==> config.mk <==
export PLATFORM = sky130hd
export DESIGN_NAME = tqs_slot_ram
export DESIGN_NICKNAME = d
export VERILOG_FILES = /design/src/rtl/timer_queue_scheduler_macros.svh /design/src/rtl/tqs_pkg.sv /design/src/rtl/tqs_slot_ram.sv
export SDC_FILE = /design/constraint.sdc
export NUM_CORES = 2
export LEC_CHECK = 0
export ABC_AREA = 1
export ABC_CLOCK_PERIOD_IN_PS = 13630
export BUFFER_PORTS_ARGS = -buffer_cell sky130_fd_sc_hd__buf_2
export CAP_MARGIN = 0
export CELL_PAD_IN_SITES_DETAIL_PLACEMENT = 0
export CELL_PAD_IN_SITES_GLOBAL_PLACEMENT = 1
export CORE_MARGIN = 2
export CORE_UTILIZATION = 54
export DETAILED_ROUTE_END_ITERATION = 7
export PLACE_DENSITY = 0.92
export SYNTH_ARGS = -nofsm -noshare
export SYNTH_HDL_FRONTEND = slang
export SYNTH_SLANG_ARGS = --single-unit
==> constraint.sdc <==
create_clock -name clk -period 13.63 [get_ports clk]
set_clock_uncertainty 0.2 [all_clocks]
set_input_delay 0.6815 -clock clk [delete_from_list [all_inputs] [get_ports clk]]
set_output_delay 0.6815 -clock clk [all_outputs]
set_load 0.01 [all_outputs]
==> src/rtl/timer_queue_scheduler_macros.svh <==
// Assertion macros for the timer queue scheduler.
// Used by the top level only; no other dependencies.
`ifndef TIMER_QUEUE_SCHEDULER_MACROS_SVH
`define TIMER_QUEUE_SCHEDULER_MACROS_SVH
`ifndef ASSERT_OFF
`define TQS_ASSERT(label, prop) \
  label: assert property (@(posedge clk) disable iff (!rst_n) prop) else $error("assertion failed");
`define TQS_ASSERT_RST(label, prop) \
  label: assert property (@(posedge clk) prop) else $error("assertion failed");
`else
`define TQS_ASSERT(label, prop)
`define TQS_ASSERT_RST(label, prop)
`endif
`endif

==> src/rtl/tqs_pkg.sv <==
// Package for the timer queue scheduler: operation codes, result kinds,
// payload structs, sequencer states and small helper functions. No dependencies.
package tqs_pkg;
  localparam int NUM_SLOTS   = 16;
  localparam int SLOT_W      = 4;
  localparam int CNT_W       = 5;
  localparam int TICK_W      = 48;
  localparam int MAX_FIRE    = 16;
  localparam logic [TICK_W-1:0] TICK_MAX = {TICK_W{1'b1}};

  localparam logic [2:0] OP_ADD     = 3'd0;
  localparam logic [2:0] OP_CLEAR   = 3'd1;
  localparam logic [2:0] OP_PAUSE   = 3'd2;
  localparam logic [2:0] OP_UNPAUSE = 3'd3;
  localparam logic [2:0] OP_QUERY   = 3'd4;
  localparam logic [2:0] OP_ADVANCE = 3'd5;
  localparam logic [2:0] OP_RESET   = 3'd6;

  localparam logic [1:0] EV_CMD   = 2'd0;
  localparam logic [1:0] EV_QUERY = 2'd1;
  localparam logic [1:0] EV_FIRED = 2'd2;
  localparam logic [1:0] EV_IDLE  = 2'd3;

  typedef struct packed {
    logic [2:0]  operation;
    logic [31:0] delay_ticks;
    logic [31:0] period_ticks;
    logic        next_frame;
    logic [3:0]  handle_slot;
    logic [31:0] handle_generation;
    logic [31:0] delta_ticks;
  } in_item_t;

  typedef struct packed {
    logic [1:0]  event_kind;
    logic        success;
    logic [3:0]  out_slot;
    logic [31:0] out_generation;
    logic        is_active;
    logic        is_paused;
    logic [31:0] remaining_ticks;
    logic        last;
  } out_item_t;

  // One slot record as held in the slot memory.
  typedef struct packed {
    logic [31:0]       generation;
    logic [TICK_W-1:0] deadline;
    logic [31:0]       period;
    logic [31:0]       remainder;
  } slot_rec_t;

  // Request from the sequencer to the modulo unit.
  typedef struct packed {
    logic              start;
    logic [TICK_W-1:0] dividend;
    logic [31:0]       divisor;
  } mod_req_t;

  typedef struct packed {
    logic        done;
    logic [31:0] remainder;
  } mod_rsp_t;

  typedef enum logic [3:0] {
    ST_IDLE, ST_READ, ST_EXEC, ST_SCAN_RD, ST_SCAN, ST_PICK_RD, ST_PICK,
    ST_MOD, ST_REARM, ST_OUT
  } state_t;

  function automatic logic [TICK_W-1:0] sat_add(logic [TICK_W-1:0] a, logic [31:0] b);
    logic [TICK_W:0] s;
    s = {1'b0, a} + {{(TICK_W-31){1'b0}}, b};
    return s[TICK_W] ? TICK_MAX : s[TICK_W-1:0];
  endfunction

  function automatic logic [31:0] time_left(logic [TICK_W-1:0] dl, logic [TICK_W-1:0] now);
    logic [TICK_W-1:0] d;
    d = (dl > now) ? dl - now : '0;
    return (|d[TICK_W-1:32]) ? 32'hFFFF_FFFF : d[31:0];
  endfunction
endpackage

==> src/rtl/tqs_slot_ram.sv <==
// Slot record memory: one write port, one read port, registered read data.
// Depends on tqs_pkg.
module tqs_slot_ram (
  input  logic                       clk,
  input  logic                       we,
  input  logic [tqs_pkg::SLOT_W-1:0] waddr,
  input  tqs_pkg::slot_rec_t         wdata,
  input  logic [tqs_pkg::SLOT_W-1:0] raddr,
  output tqs_pkg::slot_rec_t         rdata
);
  import tqs_pkg::*;
  slot_rec_t mem [NUM_SLOTS];
  always_ff @(posedge clk) begin
    if (we) begin
      mem[waddr] <= wdata;
    end
    rdata <= mem[raddr];
  end
endmodule

; ---- After elaboration in Yosys (flattened, before gate mapping)
; Memory sizes are Yosys's and may differ from the RTL's. A register that Yosys moved wholly into a read port is not among the register bits.
; Index checks and enable logic that the tools add are counted.
[classes]
n_mux = 2
[op_table]
columns = op, count
row1 = $mux W1, 2
[word_totals]
regBits = 0
mem_bits_rw = 2304
in_bits = 154
output_inout_bits = 144
elab_cells = 3
n_memories = 1
[memory_table]
columns = memory, depth, width, rd, rd_ports_with_merged_regs, wr, line
row1 = mem, 16, 144, 1, 1, 1, tqs_slot_ram.sv:12  ; slot_rec_t mem [NUM_SLOTS];

; ---- Logic depth before layout (Yosys ltp)
[logic_depth]
depth_word = 2
ltp_mapped = 11
ltp_nobuf = 7

; ---- Worst setup path before layout
; OpenSTA, ideal clock, no wires.
[synth_path]
path_type = input to register
from = input port waddr[2] in the netlist's numbering
to = memory mem[10][0] in the netlist's numbering, enable pin
setup_time_ns = 0.650
t_arrival_ns = 6.876
required_time_ns = 12.780
slack_ns = 5.904
path_stages = 2
path_buffers = 0
path_cell_list = nand3b_1 -> nor2_1
[synth_lines]
columns = item, line
row1 = start: declaration, tqs_slot_ram.sv:6  ; input logic [tqs_pkg::SLOT_W-1:0] waddr,
row2 = end: declaration, tqs_slot_ram.sv:12
; No word-level cell before the write port.

==> summary.txt <==
Clocking
  • Clk root buf: clkbuf_16
  • CTS Buf Count: between 200 and 250
  • H-Tree Depth: 4
  • CTS tree: yes
  • Clock sink count: 2448
  • Clock transition at path regs: roughly 0.060 ns
  • Clk Latency, worst-skew pair: ~0.87 ns
  • Post-CTS sizing: 0
  • Maximum clock insertion buffer count: 3

Floorplan
  • I/O pin cnt: about 300
  • Die ar.: around 0.19 mm²
  • Row count: 156
  • Initial Utilization: a little over half
  • Area of the core: about 0.18 mm²
  • Die X-Extent: approximately 430 µm
  • Overall die height: about 430 µm

Synth
  • Yosys top cell by area: edfxtp_1
  • Post-synth EDFFs: 2304
  • Cells after Synth: around 8800
  • Area contributors post-synth: edfxtp_1 (70%), nand2_1 (12%), nand3_1 (8.4%)
  • Ys Warns: 0
  • Synth Area in Adders: 0%
  • Synthesized area: 0.0986 mm²
  • Largest family of logic cells by synthesized area: simple AND/OR/NAND/NOR gates
  • Register bit total from synthesis: about 2400
  • Synthesized area per cell: around 11 µm²
  • Main synth FF type: edfxtp_1
  • Cell with the most instances after synthesis: nand2_1
  • Proportion of synthesized area in mux cells: 0%
  • XOR/XNOR share of the synthesized area: 0%
  • Seq/Total Area, Yosys: approximately three quarters
  • Post-synthesis simple-gate area fraction: about a fifth
  • Synth unique cells: 18
  • Synth Area in Compound Gates: 0%
  • Post-synth ARST share: 0%
  • Synth cell count leaders: nand2_1 (3166), edfxtp_1 (2304), nand3_1 (1648)
  • Synthesized Nets: 8912
  • Area share of the largest cell type after synthesis: a little over two thirds

Timing
  • Worst Tran Pin Value: 1.66 ns
  • F_max: between 0.2 and 0.25 GHz
  • Fin crit period: 4.64 ns
  • Hold Vio Cnt, Final: 0
  • TNS Setup: 0 ns
  • Unrepaired setup endpoints after global routing: no
  • Slew HR: -10.4%
  • Fin. max-slew vios: between 70 and 80
  • Finish-stage setup viols: 0
  • Final period util: between 30% and 40%

Layout
  • Area Overhead vs Synth: 12.8%
  • Layout cells sized above 1: approximately 8.7%
  • Layout Utilization: approximately three fifths
  • Non-Filler Instances: 11700
  • Final #Nets: between 9000 and 10000

Critical path
  • Nature of the critical path endpoint: register
  • CP Data Arrival Time: between 5 and 6 ns
  • Max stage delay cell, worst path: buf_4
  • CP bufs+invs: 5
  • Worst setup path category: input port to register
  • Crit path largest cell delay: approximately 0.96 ns
  • Top delay family on crit path: buffers and inverters
  • Critical-path cell list: buf_8, inv_16, buf_4, buf_4, buf_4, nand2_1, nand3_1, nand3_1, nand3_1, nand2_1
  • Worst reg-to-reg setup slack: roughly 12 ns
  • CP Data Required Time: 14.16 ns
  • Max FO, Critical Path: 244
  • Critical path launch point type: input port

Routing
  • Vias post-DR: about 65000
  • # DRC: 0
  • Vias/cell: 5.54
  • Wire per inst: about 21 µm
  • Detailed Routing Iterations Pass 1: 8
  • Drt first-iter violations: slightly below 7000
  • Detail Route Antenna Nets: 0
  • Final wirelength: between 200000 and 250000 µm

Global route
  • Largest net degree at the start of global routing: 330
  • Number of global-route vias before repair: ~62000
  • GRT Resource Usage Total: between 20% and 30%
  • First-pass GRT wire length: between 300000 and 400000 µm
  • Initial antenna violation count: 32
  • GRT overflow: 0

Placement
  • GPL Wtd Cong: 0.770
  • IO buf count: slightly below 300
  • DP Cell Count: around 11000
  • DP HPWL: 116000 µm

Flow run
  • Max-cap check violation count: 0

Status
  • Outcome: finished with violations
  • Failing checks: slew limit

Pwr
  • VDD IR max: about 110 µV
  • Leakage Power: roughly 45 nW
  • Power per cell area: ~150 mW/mm²

Min path
  • Hold Path Class: input port to register
==> stage by stage <==
stage / hold slack (ns) / setup slack [ns] / total power [mW] / area, µm²
2_1_floorplan: 0.407 / 5.90 / 9.19 / 98600
3_3_place_gp: 0.421 / 8.37 / 9.53 / 102000
3_5_place_dp: 0.432 / 8.25 / 9.56 / 102000
4_1_cts: 0.0564 / 9.15 / 16.2 / 111000
5_1_grt: 0.115 / 8.79 / 16.6 / 111000
6_report: 0.122 / 8.99 / 16.2 / 111000
==> power by group <==
| group | leakage (nW) | total, mW | switching, mW | internal (mW) |
|---|---|---|---|---|
| logic | 18.9 | 0.968 | 0.692 | 0.276 |
| clock network | 3.98 | 6.71 | 2.77 | 3.95 |
| registers | 22.0 | 8.48 | 0.0668 | 8.41 |
==> worst min-delay path, stage by stage <==
cell and delay [ns]:
buf_8 0.18, nand2_1 0.13, nand3_1 0.06, nand2_1 0.06
==> registers in the layout (all words and copies together), names as in the netlist <==
register	cells
mem	2304
rdata	144
==> area by class of cell <==
| type | count | area (µm²) |
|---|---|---|
| Antenna cell | 22 | 55.1 |
| Clock buffer | 334 | 6770 |
| Clock inverter | 115 | 1360 |
| Fill cell | 13400 | 69900 |
| Inverter | 975 | 3720 |
| Multi-Input combinational cell | 4858 | 20500 |
| Sequential cell | 2448 | 72100 |
| Tap cell | 2370 | 2970 |
| Timing Repair Buffer | 531 | 3770 |
==> metal layers <==
| layer | global-route usage, % | part of all wire, % | vias up |
|---|---|---|---|
| li1 | - | - | 29700 |
| met1 | 34.4 | 39 | 31300 |
| met2 | 43.3 | 49 | 2942 |
| met3 | 4.11 | 8.2 | 570 |
| met4 | 10.9 | 4.0 | 20 |
| met5 | 0 | 0.043 | - |
==> repair_timing <==
item | 4_1_cts | 5_1_grt
endpoints found under the hold margin | 2304 | 0
buffers inserted | 0 | 0
hold buffers | 144 | 0
==> cells in the final DEF, fill, tap and decap left out, drive strengths merged <==
| cell | instances |
|---|---|
| nand2 | 3166 |
| edfxtp | 2304 |
| nand3 | 1648 |
| inv | 981 |
| buf | 386 |
| clkbuf | 335 |
| dlygate4sd3 | 144 |
| dfxtp | 144 |
| clkinv | 73 |
| bufinv | 26 |
| or2 | 25 |
| diode | 22 |
| nor2 | 17 |
| clkinvlp | 10 |
| nand3b | 2 |
==> final timing paths <==
check / endpoint / startpoint / cells past startpoint
setup / recovery: rdata[131]$_DFF_P_ / raddr[0] / 10
setup reg to reg: rdata[63]$_DFF_P_ / mem[12][63]$_DFFE_PP_ / 5
hold reg to reg: rdata[45]$_DFF_P_ / mem[8][45]$_DFFE_PP_ / 6
hold / removal: rdata[111]$_DFF_P_ / raddr[2] / 4
==> cell families (layout without fill, tap and decap cells) <==
group / count (synthesis) / after routing
other: 0 / 22
buffers and inverters: 1452 / 1955
DFF: 2448 / 2448
and+or+nand+nor: 4858 / 4858
Note: power is estimated with default switching activity, not from simulation.
