## src/rtl/timer_queue_scheduler_macros.svh

```systemverilog
// Assertion macros for the timer queue scheduler.
// Used by the top level only; no other dependencies.
`ifndef TIMER_QUEUE_SCHEDULER_MACROS_SVH
`define TIMER_QUEUE_SCHEDULER_MACROS_SVH
`ifndef ASSERT_OFF
`define TQS_ASSERT(label, prop) \
  label: assert property (@(posedge clk) disable iff (!rst_n) prop) else $error("assertion failed");
`define TQS_ASSERT_RST(label, prop) \
  label: assert property (@(posedge clk) prop) else $error("assertion failed");
`else
`define TQS_ASSERT(label, prop)
`define TQS_ASSERT_RST(label, prop)
`endif
`endif

```

## src/rtl/tqs_pkg.sv

```systemverilog
// Package for the timer queue scheduler: operation codes, result kinds,
// payload structs, sequencer states and small helper functions. No dependencies.
package tqs_pkg;
  localparam int NUM_SLOTS   = 16;
  localparam int SLOT_W      = 4;
  localparam int CNT_W       = 5;
  localparam int TICK_W      = 48;
  localparam int MAX_FIRE    = 16;
  localparam logic [TICK_W-1:0] TICK_MAX = {TICK_W{1'b1}};

  localparam logic [2:0] OP_ADD     = 3'd0;
  localparam logic [2:0] OP_CLEAR   = 3'd1;
  localparam logic [2:0] OP_PAUSE   = 3'd2;
  localparam logic [2:0] OP_UNPAUSE = 3'd3;
  localparam logic [2:0] OP_QUERY   = 3'd4;
  localparam logic [2:0] OP_ADVANCE = 3'd5;
  localparam logic [2:0] OP_RESET   = 3'd6;

  localparam logic [1:0] EV_CMD   = 2'd0;
  localparam logic [1:0] EV_QUERY = 2'd1;
  localparam logic [1:0] EV_FIRED = 2'd2;
  localparam logic [1:0] EV_IDLE  = 2'd3;

  typedef struct packed {
    logic [2:0]  operation;
    logic [31:0] delay_ticks;
    logic [31:0] period_ticks;
    logic        next_frame;
    logic [3:0]  handle_slot;
    logic [31:0] handle_generation;
    logic [31:0] delta_ticks;
  } in_item_t;

  typedef struct packed {
    logic [1:0]  event_kind;
    logic        success;
    logic [3:0]  out_slot;
    logic [31:0] out_generation;
    logic        is_active;
    logic        is_paused;
    logic [31:0] remaining_ticks;
    logic        last;
  } out_item_t;

  // One slot record as held in the slot memory.
  typedef struct packed {
    logic [31:0]       generation;
    logic [TICK_W-1:0] deadline;
    logic [31:0]       period;
    logic [31:0]       remainder;
  } slot_rec_t;

  // Request from the sequencer to the modulo unit.
  typedef struct packed {
    logic              start;
    logic [TICK_W-1:0] dividend;
    logic [31:0]       divisor;
  } mod_req_t;

  typedef struct packed {
    logic        done;
    logic [31:0] remainder;
  } mod_rsp_t;

  typedef enum logic [3:0] {
    ST_IDLE, ST_READ, ST_EXEC, ST_SCAN_RD, ST_SCAN, ST_PICK_RD, ST_PICK,
    ST_MOD, ST_REARM, ST_OUT
  } state_t;

  function automatic logic [TICK_W-1:0] sat_add(logic [TICK_W-1:0] a, logic [31:0] b);
    logic [TICK_W:0] s;
    s = {1'b0, a} + {{(TICK_W-31){1'b0}}, b};
    return s[TICK_W] ? TICK_MAX : s[TICK_W-1:0];
  endfunction

  function automatic logic [31:0] time_left(logic [TICK_W-1:0] dl, logic [TICK_W-1:0] now);
    logic [TICK_W-1:0] d;
    d = (dl > now) ? dl - now : '0;
    return (|d[TICK_W-1:32]) ? 32'hFFFF_FFFF : d[31:0];
  endfunction
endpackage

```

## src/rtl/tqs_mod_unit.sv

```systemverilog
// Restoring bit-serial remainder unit: 48-bit dividend modulo 32-bit divisor.
// Depends on tqs_pkg.
module tqs_mod_unit (
  input  logic              clk,
  input  logic              rst_n,
  input  tqs_pkg::mod_req_t req,
  output tqs_pkg::mod_rsp_t rsp
);
  import tqs_pkg::*;

  logic [TICK_W-1:0] dvd_r, dvd_nxt;
  logic [31:0]       rem_r, rem_nxt;
  logic [31:0]       dvs_r, dvs_nxt;
  logic [5:0]        cnt_r, cnt_nxt;
  logic              busy_r, busy_nxt;
  logic              done_r, done_nxt;
  logic [32:0]       trial;

  always_comb begin
    dvd_nxt = dvd_r; rem_nxt = rem_r; dvs_nxt = dvs_r; cnt_nxt = cnt_r;
    busy_nxt = busy_r; done_nxt = 1'b0;
    trial = {rem_r, dvd_r[TICK_W-1]};
    if (req.start) begin
      dvd_nxt = req.dividend; dvs_nxt = req.divisor; rem_nxt = '0;
      cnt_nxt = 6'(TICK_W); busy_nxt = 1'b1;
    end else if (busy_r) begin
      dvd_nxt = dvd_r << 1;
      rem_nxt = (trial >= {1'b0, dvs_r}) ? 32'(trial - {1'b0, dvs_r}) : trial[31:0];
      cnt_nxt = cnt_r - 6'd1;
      if (cnt_r == 6'd1) begin
        busy_nxt = 1'b0; done_nxt = 1'b1;
      end
    end
  end

  always_ff @(posedge clk) begin
    dvd_r <= dvd_nxt; rem_r <= rem_nxt; dvs_r <= dvs_nxt; cnt_r <= cnt_nxt;
    if (!rst_n) begin
      busy_r <= 1'b0; done_r <= 1'b0;
    end else begin
      busy_r <= busy_nxt; done_r <= done_nxt;
    end
  end

  assign rsp.done = done_r;
  assign rsp.remainder = rem_r;
endmodule

```

## config.mk

```make
export PLATFORM = sky130hd
export DESIGN_NAME = tqs_mod_unit
export DESIGN_NICKNAME = d
export VERILOG_FILES = /design/src/rtl/timer_queue_scheduler_macros.svh /design/src/rtl/tqs_pkg.sv /design/src/rtl/tqs_mod_unit.sv
export SDC_FILE = /design/constraint.sdc
export NUM_CORES = 1
export LEC_CHECK = 0
export BUFFER_PORTS_ARGS = -buffer_cell sky130_fd_sc_hd__buf_2
export CORE_MARGIN = 4
export CORE_UTILIZATION = 35
export CTS_BUF_LIST = sky130_fd_sc_hd__clkbuf_16
export DETAILED_ROUTE_END_ITERATION = 7
export PLACE_DENSITY_LB_ADDON = 0.25
export REMOVE_ABC_BUFFERS = 1
export SETUP_SLACK_MARGIN = 0.05
export SLEW_MARGIN = 20
export SYNTH_ARGS = -nofsm -noshare
export SYNTH_HDL_FRONTEND = slang
export SYNTH_SLANG_ARGS = --single-unit
```

## constraint.sdc

```tcl
create_clock -name clk -period 3.9 [get_ports clk]
set_clock_uncertainty 0.15 [all_clocks]
set_input_delay 0.39 -clock clk [delete_from_list [all_inputs] [get_ports clk]]
set_output_delay 0.39 -clock clk [all_outputs]
set_load 0.02 [all_outputs]
```

# Yosys cells after proc, flatten, opt, wreduce, memory -nomap -nowiden
# Index checks and enable logic that the tools add are counted.
[word_totals]
register_bits = 120
input_bits = 83
out_inout_bits = 33
[op_classes]
addsub = 2
magnitude_cmp = 1
eq_ne = 1
muxes = 7
n_bitwise = 2
n_reduce_logical = 2
[ops]
columns = ["cell", "n"]
rows = [
  ["48-bit two-way mux", 2],
  ["33-bit by 32-bit greater-or-equal comparator with 1-bit output", 1],
  ["32-bit two-way mux", 1],
  ["32-bit subtractor", 1],
  ["6-bit by 1-bit equality test with 1-bit output, second input constant", 1],
  ["6-bit by 1-bit subtractor with 6-bit output, second input constant", 1],
  ["1-bit two-way mux", 4],
  ["3-bit OR reduction", 1],
  ["1-bit inverter", 2],
  ["2-bit nonzero test", 1],
]

# Depth between registers and ports, before layout
[depth]
word_depth = 4
mapped_depth = 13
ltp_nobuf = 13

# Worst setup path before layout
# OpenSTA, ideal clock, no wires.
[synth_path]
path_type = "register to register"
start = "reg dvd_r[47]"
end = "reg rem_r[20]"
setup_time_ps = 86
arrival_time_ps = 2629
required_ps = 3664
setup_slack_ps = 1035
path_stages_with_launch = 14
n_path_buf = 0
path_cell_list = "edfxtp_1 -> inv_1 -> ha_1 -> inv_1 -> fa_1 -> a21o_1 -> a221oi_2 -> o21ai_1 -> a41oi_2 -> o21bai_1 -> a21oi_1 -> xnor2_1 -> mux2i_1 -> a211oi_1"
[synth_via]
elab_chain_len = 2
elab_cells_between_ends = 3
cone_classes = "add/sub: 1; order compare: 1; mux: 1"
[synth_rtl]
columns = ["item", "line_no", "source"]
rows = [
  ["start: declaration", "tqs_mod_unit.sv:11", "logic [TICK_W-1:0] dvd_r, dvd_nxt;"],
  ["start signal: assignment", "tqs_mod_unit.sv:37", "dvd_r <= dvd_nxt; rem_r <= rem_nxt; dvs_r <= dvs_nxt; cnt_r <= cnt_nxt;"],
  ["32-bit subtractor or 33-bit by 32-bit greater-or-equal comparator with 1-bit output (tied branches)", "tqs_mod_unit.sv:28", "rem_nxt = (trial >= {1'b0, dvs_r}) ? 32'(trial - {1'b0, dvs_r}) : trial[31:0];"],
  ["32-bit two-way mux *", "tqs_mod_unit.sv:28", ""],
  ["end signal: assignment", "tqs_mod_unit.sv:37", ""],
  ["end: declaration", "tqs_mod_unit.sv:12", "logic [31:0] rem_r, rem_nxt;"],
]
# Every way passes the cells marked *; elsewhere a longest branch is shown, timed or not.
# A chain may end at the register's enable or synchronous reset.

# Final worst setup path
# Same ends and word-level chain as after synthesis.

==> results.cfg <==
[sta]
setup_viol = 0
finalCriticalPeriod_ns = 3.24
fin_crit_sh_pct = 83.0
maxSlewHeadroom_pct = 33.2
slew_viol_final = 0
rsz0062_at_grt = false
timing_hold_violations_final = 0
max_freq_ghz = 0.309
tns_ns = 0
setup_slack_ns = 0.662
worstMarginPinSlew_ns = 1.00

[place]
dpl_worst_slack_ns = 0.652
gp_congestion = 0.884
place_area_um2 = 7270
dp_hpwl_mm = 10.8
port_buffers = 115

[finish]
nNetsFinal = 843
layout_commonest_cell = buf_2
drive_gt1_share_pct = 27.8
syn2layout_area_growth_pct = 24.9
final_cell_mix = 114 x buf_2, 80 x edfxtp_1, 51 x inv_1, 48 x mux2_2, 40 x dfxtp_1
diodes = 0
finish.instance_area_um2 = 8170

[clock_tree]
clk_pin_slew_ns = 0.06
post-cts-setup-buffer-count = 0
cts_buffers = 17
root_buffer = clkbuf_16
cts.path.max_buffers = 2
cts_tree = built
clock-sinks = 120
insertion_delay_ns = 0.42
cts-resized-gates = 0
htreeDepth = 4

[grt]
overflow = 0
grt_pass1_vias = 5043
grt_max_degree = 75
antenna_found_initial = 1
track_usage_pct = 14.7
grt_pass1_wl_mm = 24.5

[logic_synthesis]
synth_simple_gate_area_share_pct = 8.61
synth_edf_count = 80
synthCells = 586
synth_warnings = 0
async_reset_ff_share_pct = 0
synth-main-ff-cell = edfxtp_1
synth_adder_area_share_pct = 6.81
ys_types = 60
synth_top_area_share_pct = 36.8
syn_area_per_cell_um2 = 11.2
synth_compound_area_share_pct = 14.1
synth_area_um2 = 6540
yosys.area.top_type = edfxtp_1
synth_area_leaders = edfxtp_1 37%, dfxtp_1 12%, mux2_2 8.3%, ha_1 6.5%, mux2i_1 3.7%
ys_ff_latch = 120
yosysSeqAreaShare_pct = 49.0
synth_top_family_by_area = compound AO/OA/AOI/OAI gates
muxShareOfSynthArea_pct = 11.9
synth_xor_area_share_pct = 4.29

[routing]
drt_iter0_markers = 189
vias_per_cell = 5.05
vias = 4886
dr.pass1.iters = 4
wl_per_cell_um = 15.6
drc = 0
antenna_left = 0
wl_mm = 15.1

[min_path]
holdPathEnd = busy_r
hold_path_depth = 3
hp-start = rst_n
worstHoldPathType = in2reg

[critical_path]
worstReg2RegEnd = rem_r[20]
r2r-start = dvd_r[47]
startpoint_type = flop
required_ns = 4.08
path_class = reg2reg
reg2reg_depth = 13
setup.worst_path.end_class = flop
ff2ff_setup_slack_ns = 0.66
path_max_fanout = 5
crit_arrival_ns = 3.42

[power_and_ir_drop]
ir_drop_mv = 0.302
power_density_nw_per_um2 = 448
power_mw = 3.66
p_leak_nw = 3.68

[die]
die_h_um = 145
die_x_um = 145
pin_count = 116
die-area_um2 = 20900
core.rowCount = 49
start_util_pct = 36.0
core_um2 = 18100

[status]
status = completed

[flow_run]
cap_violations = 0
cells by family (layout without fill, tap and decap cells):
kind of cell | Yosys count | in the layout
AO/OA/AOI/OAI | 136 | 136
XOR/XNOR | 32 | 32
adder cells (fa/ha/maj) | 35 | 35
buffers and inverters | 79 | 231
multiplexers | 72 | 72
AND/OR/NAND/NOR | 112 | 112
flip-flops | 120 | 120
power by group:
part	total, mW	internal [mW]	leakage [nW]	switching [mW]
clock network	1.53	0.959	0.292	0.567
logic	0.601	0.271	2.27	0.330
registers	1.53	1.48	1.12	0.0488
sequential cells by signal, indices dropped and copies added (netlist names):
name    flops
done_r      1
dvd_r      48
cnt_r       6
rem_r      32
busy_r      1
dvs_r      32
stage by stage:
stage	std cells	hold WS (ns)	utilization [%]
floorplan	554	0.312	-
global placement	903	0.331	40.1
detailed placement	903	0.344	40.1
CTS	966	0.00195	44.9
global route	967	0.0636	45.0
finish	967	0.0746	45.0
cell usage after synthesis, types with 7 or more instances:
cell,n
edfxtp_1,80
mux2_2,48
inv_1,47
dfxtp_1,40
nor2_1,36
a21oi_1,35
ha_1,34
nand2_1,25
mux2i_1,24
a211oi_1,21
xnor2_1,20
clkbuf_1,19
o21ai_0,16
xor2_1,12
nand3_1,11
a21o_1,10
a31oi_1,8
o21bai_1,8
nand2b_1,7
per-layer routing:
layer | up-vias | part of all wire, % | global-route usage (%)
li1 | 2427 | - | -
met1 | 2309 | 46 | 18.4
met2 | 131 | 45 | 23.2
met3 | 17 | 8.0 | 6.74
met4 | 2 | 1.2 | 3.98
met5 | - | 0.046 | 0
layout make-up:
| cell class | instances | area [um^2] |
|---|---|---|
| inverters | 47 | 176 |
| flip-flops and latches | 120 | 3200 |
| multi-input cells | 387 | 2990 |
| well taps | 229 | 287 |
| clock buffers | 18 | 450 |
| clock inverters | 14 | 120 |
| repair buffers | 152 | 936 |
| fillers | 1770 | 9980 |
what timing repair did:
| item | 4_1_cts | 5_1_grt |
|---|---|---|
| endpoints found under the setup margin | 0 | 0 |
| hold buffers | 31 | 1 |
| hold endpoints to repair | 31 | 1 |
worst max-delay path, cell delays in order, from the launching register on:
cell,delay [ns]
edfxtp_1,0.36
inv_1,0.09
ha_1,0.16
inv_1,0.06
fa_1,0.39
a21o_1,0.22
a221oi_2,0.33
o21ai_1,0.19
a41oi_2,0.40
o21bai_1,0.16
a21oi_1,0.20
xnor2_1,0.14
mux2i_1,0.09
a211oi_1,0.23
worst max-delay path by stage:
stage               startpoint        end  slack, ns  cells past startpoint
floorplan               busy_r   dvd_r[0]       0.84                      2
global placement     dvd_r[47]  rem_r[26]       0.76                     13
CTS                  dvd_r[47]  rem_r[26]       0.65                     13
finish               dvd_r[47]  rem_r[20]       0.66                     13
detailed placement   dvd_r[47]  rem_r[20]       0.65                     13
global route         dvd_r[47]  rem_r[26]       0.40                     13
Note: power is estimated with default switching activity, not from simulation.
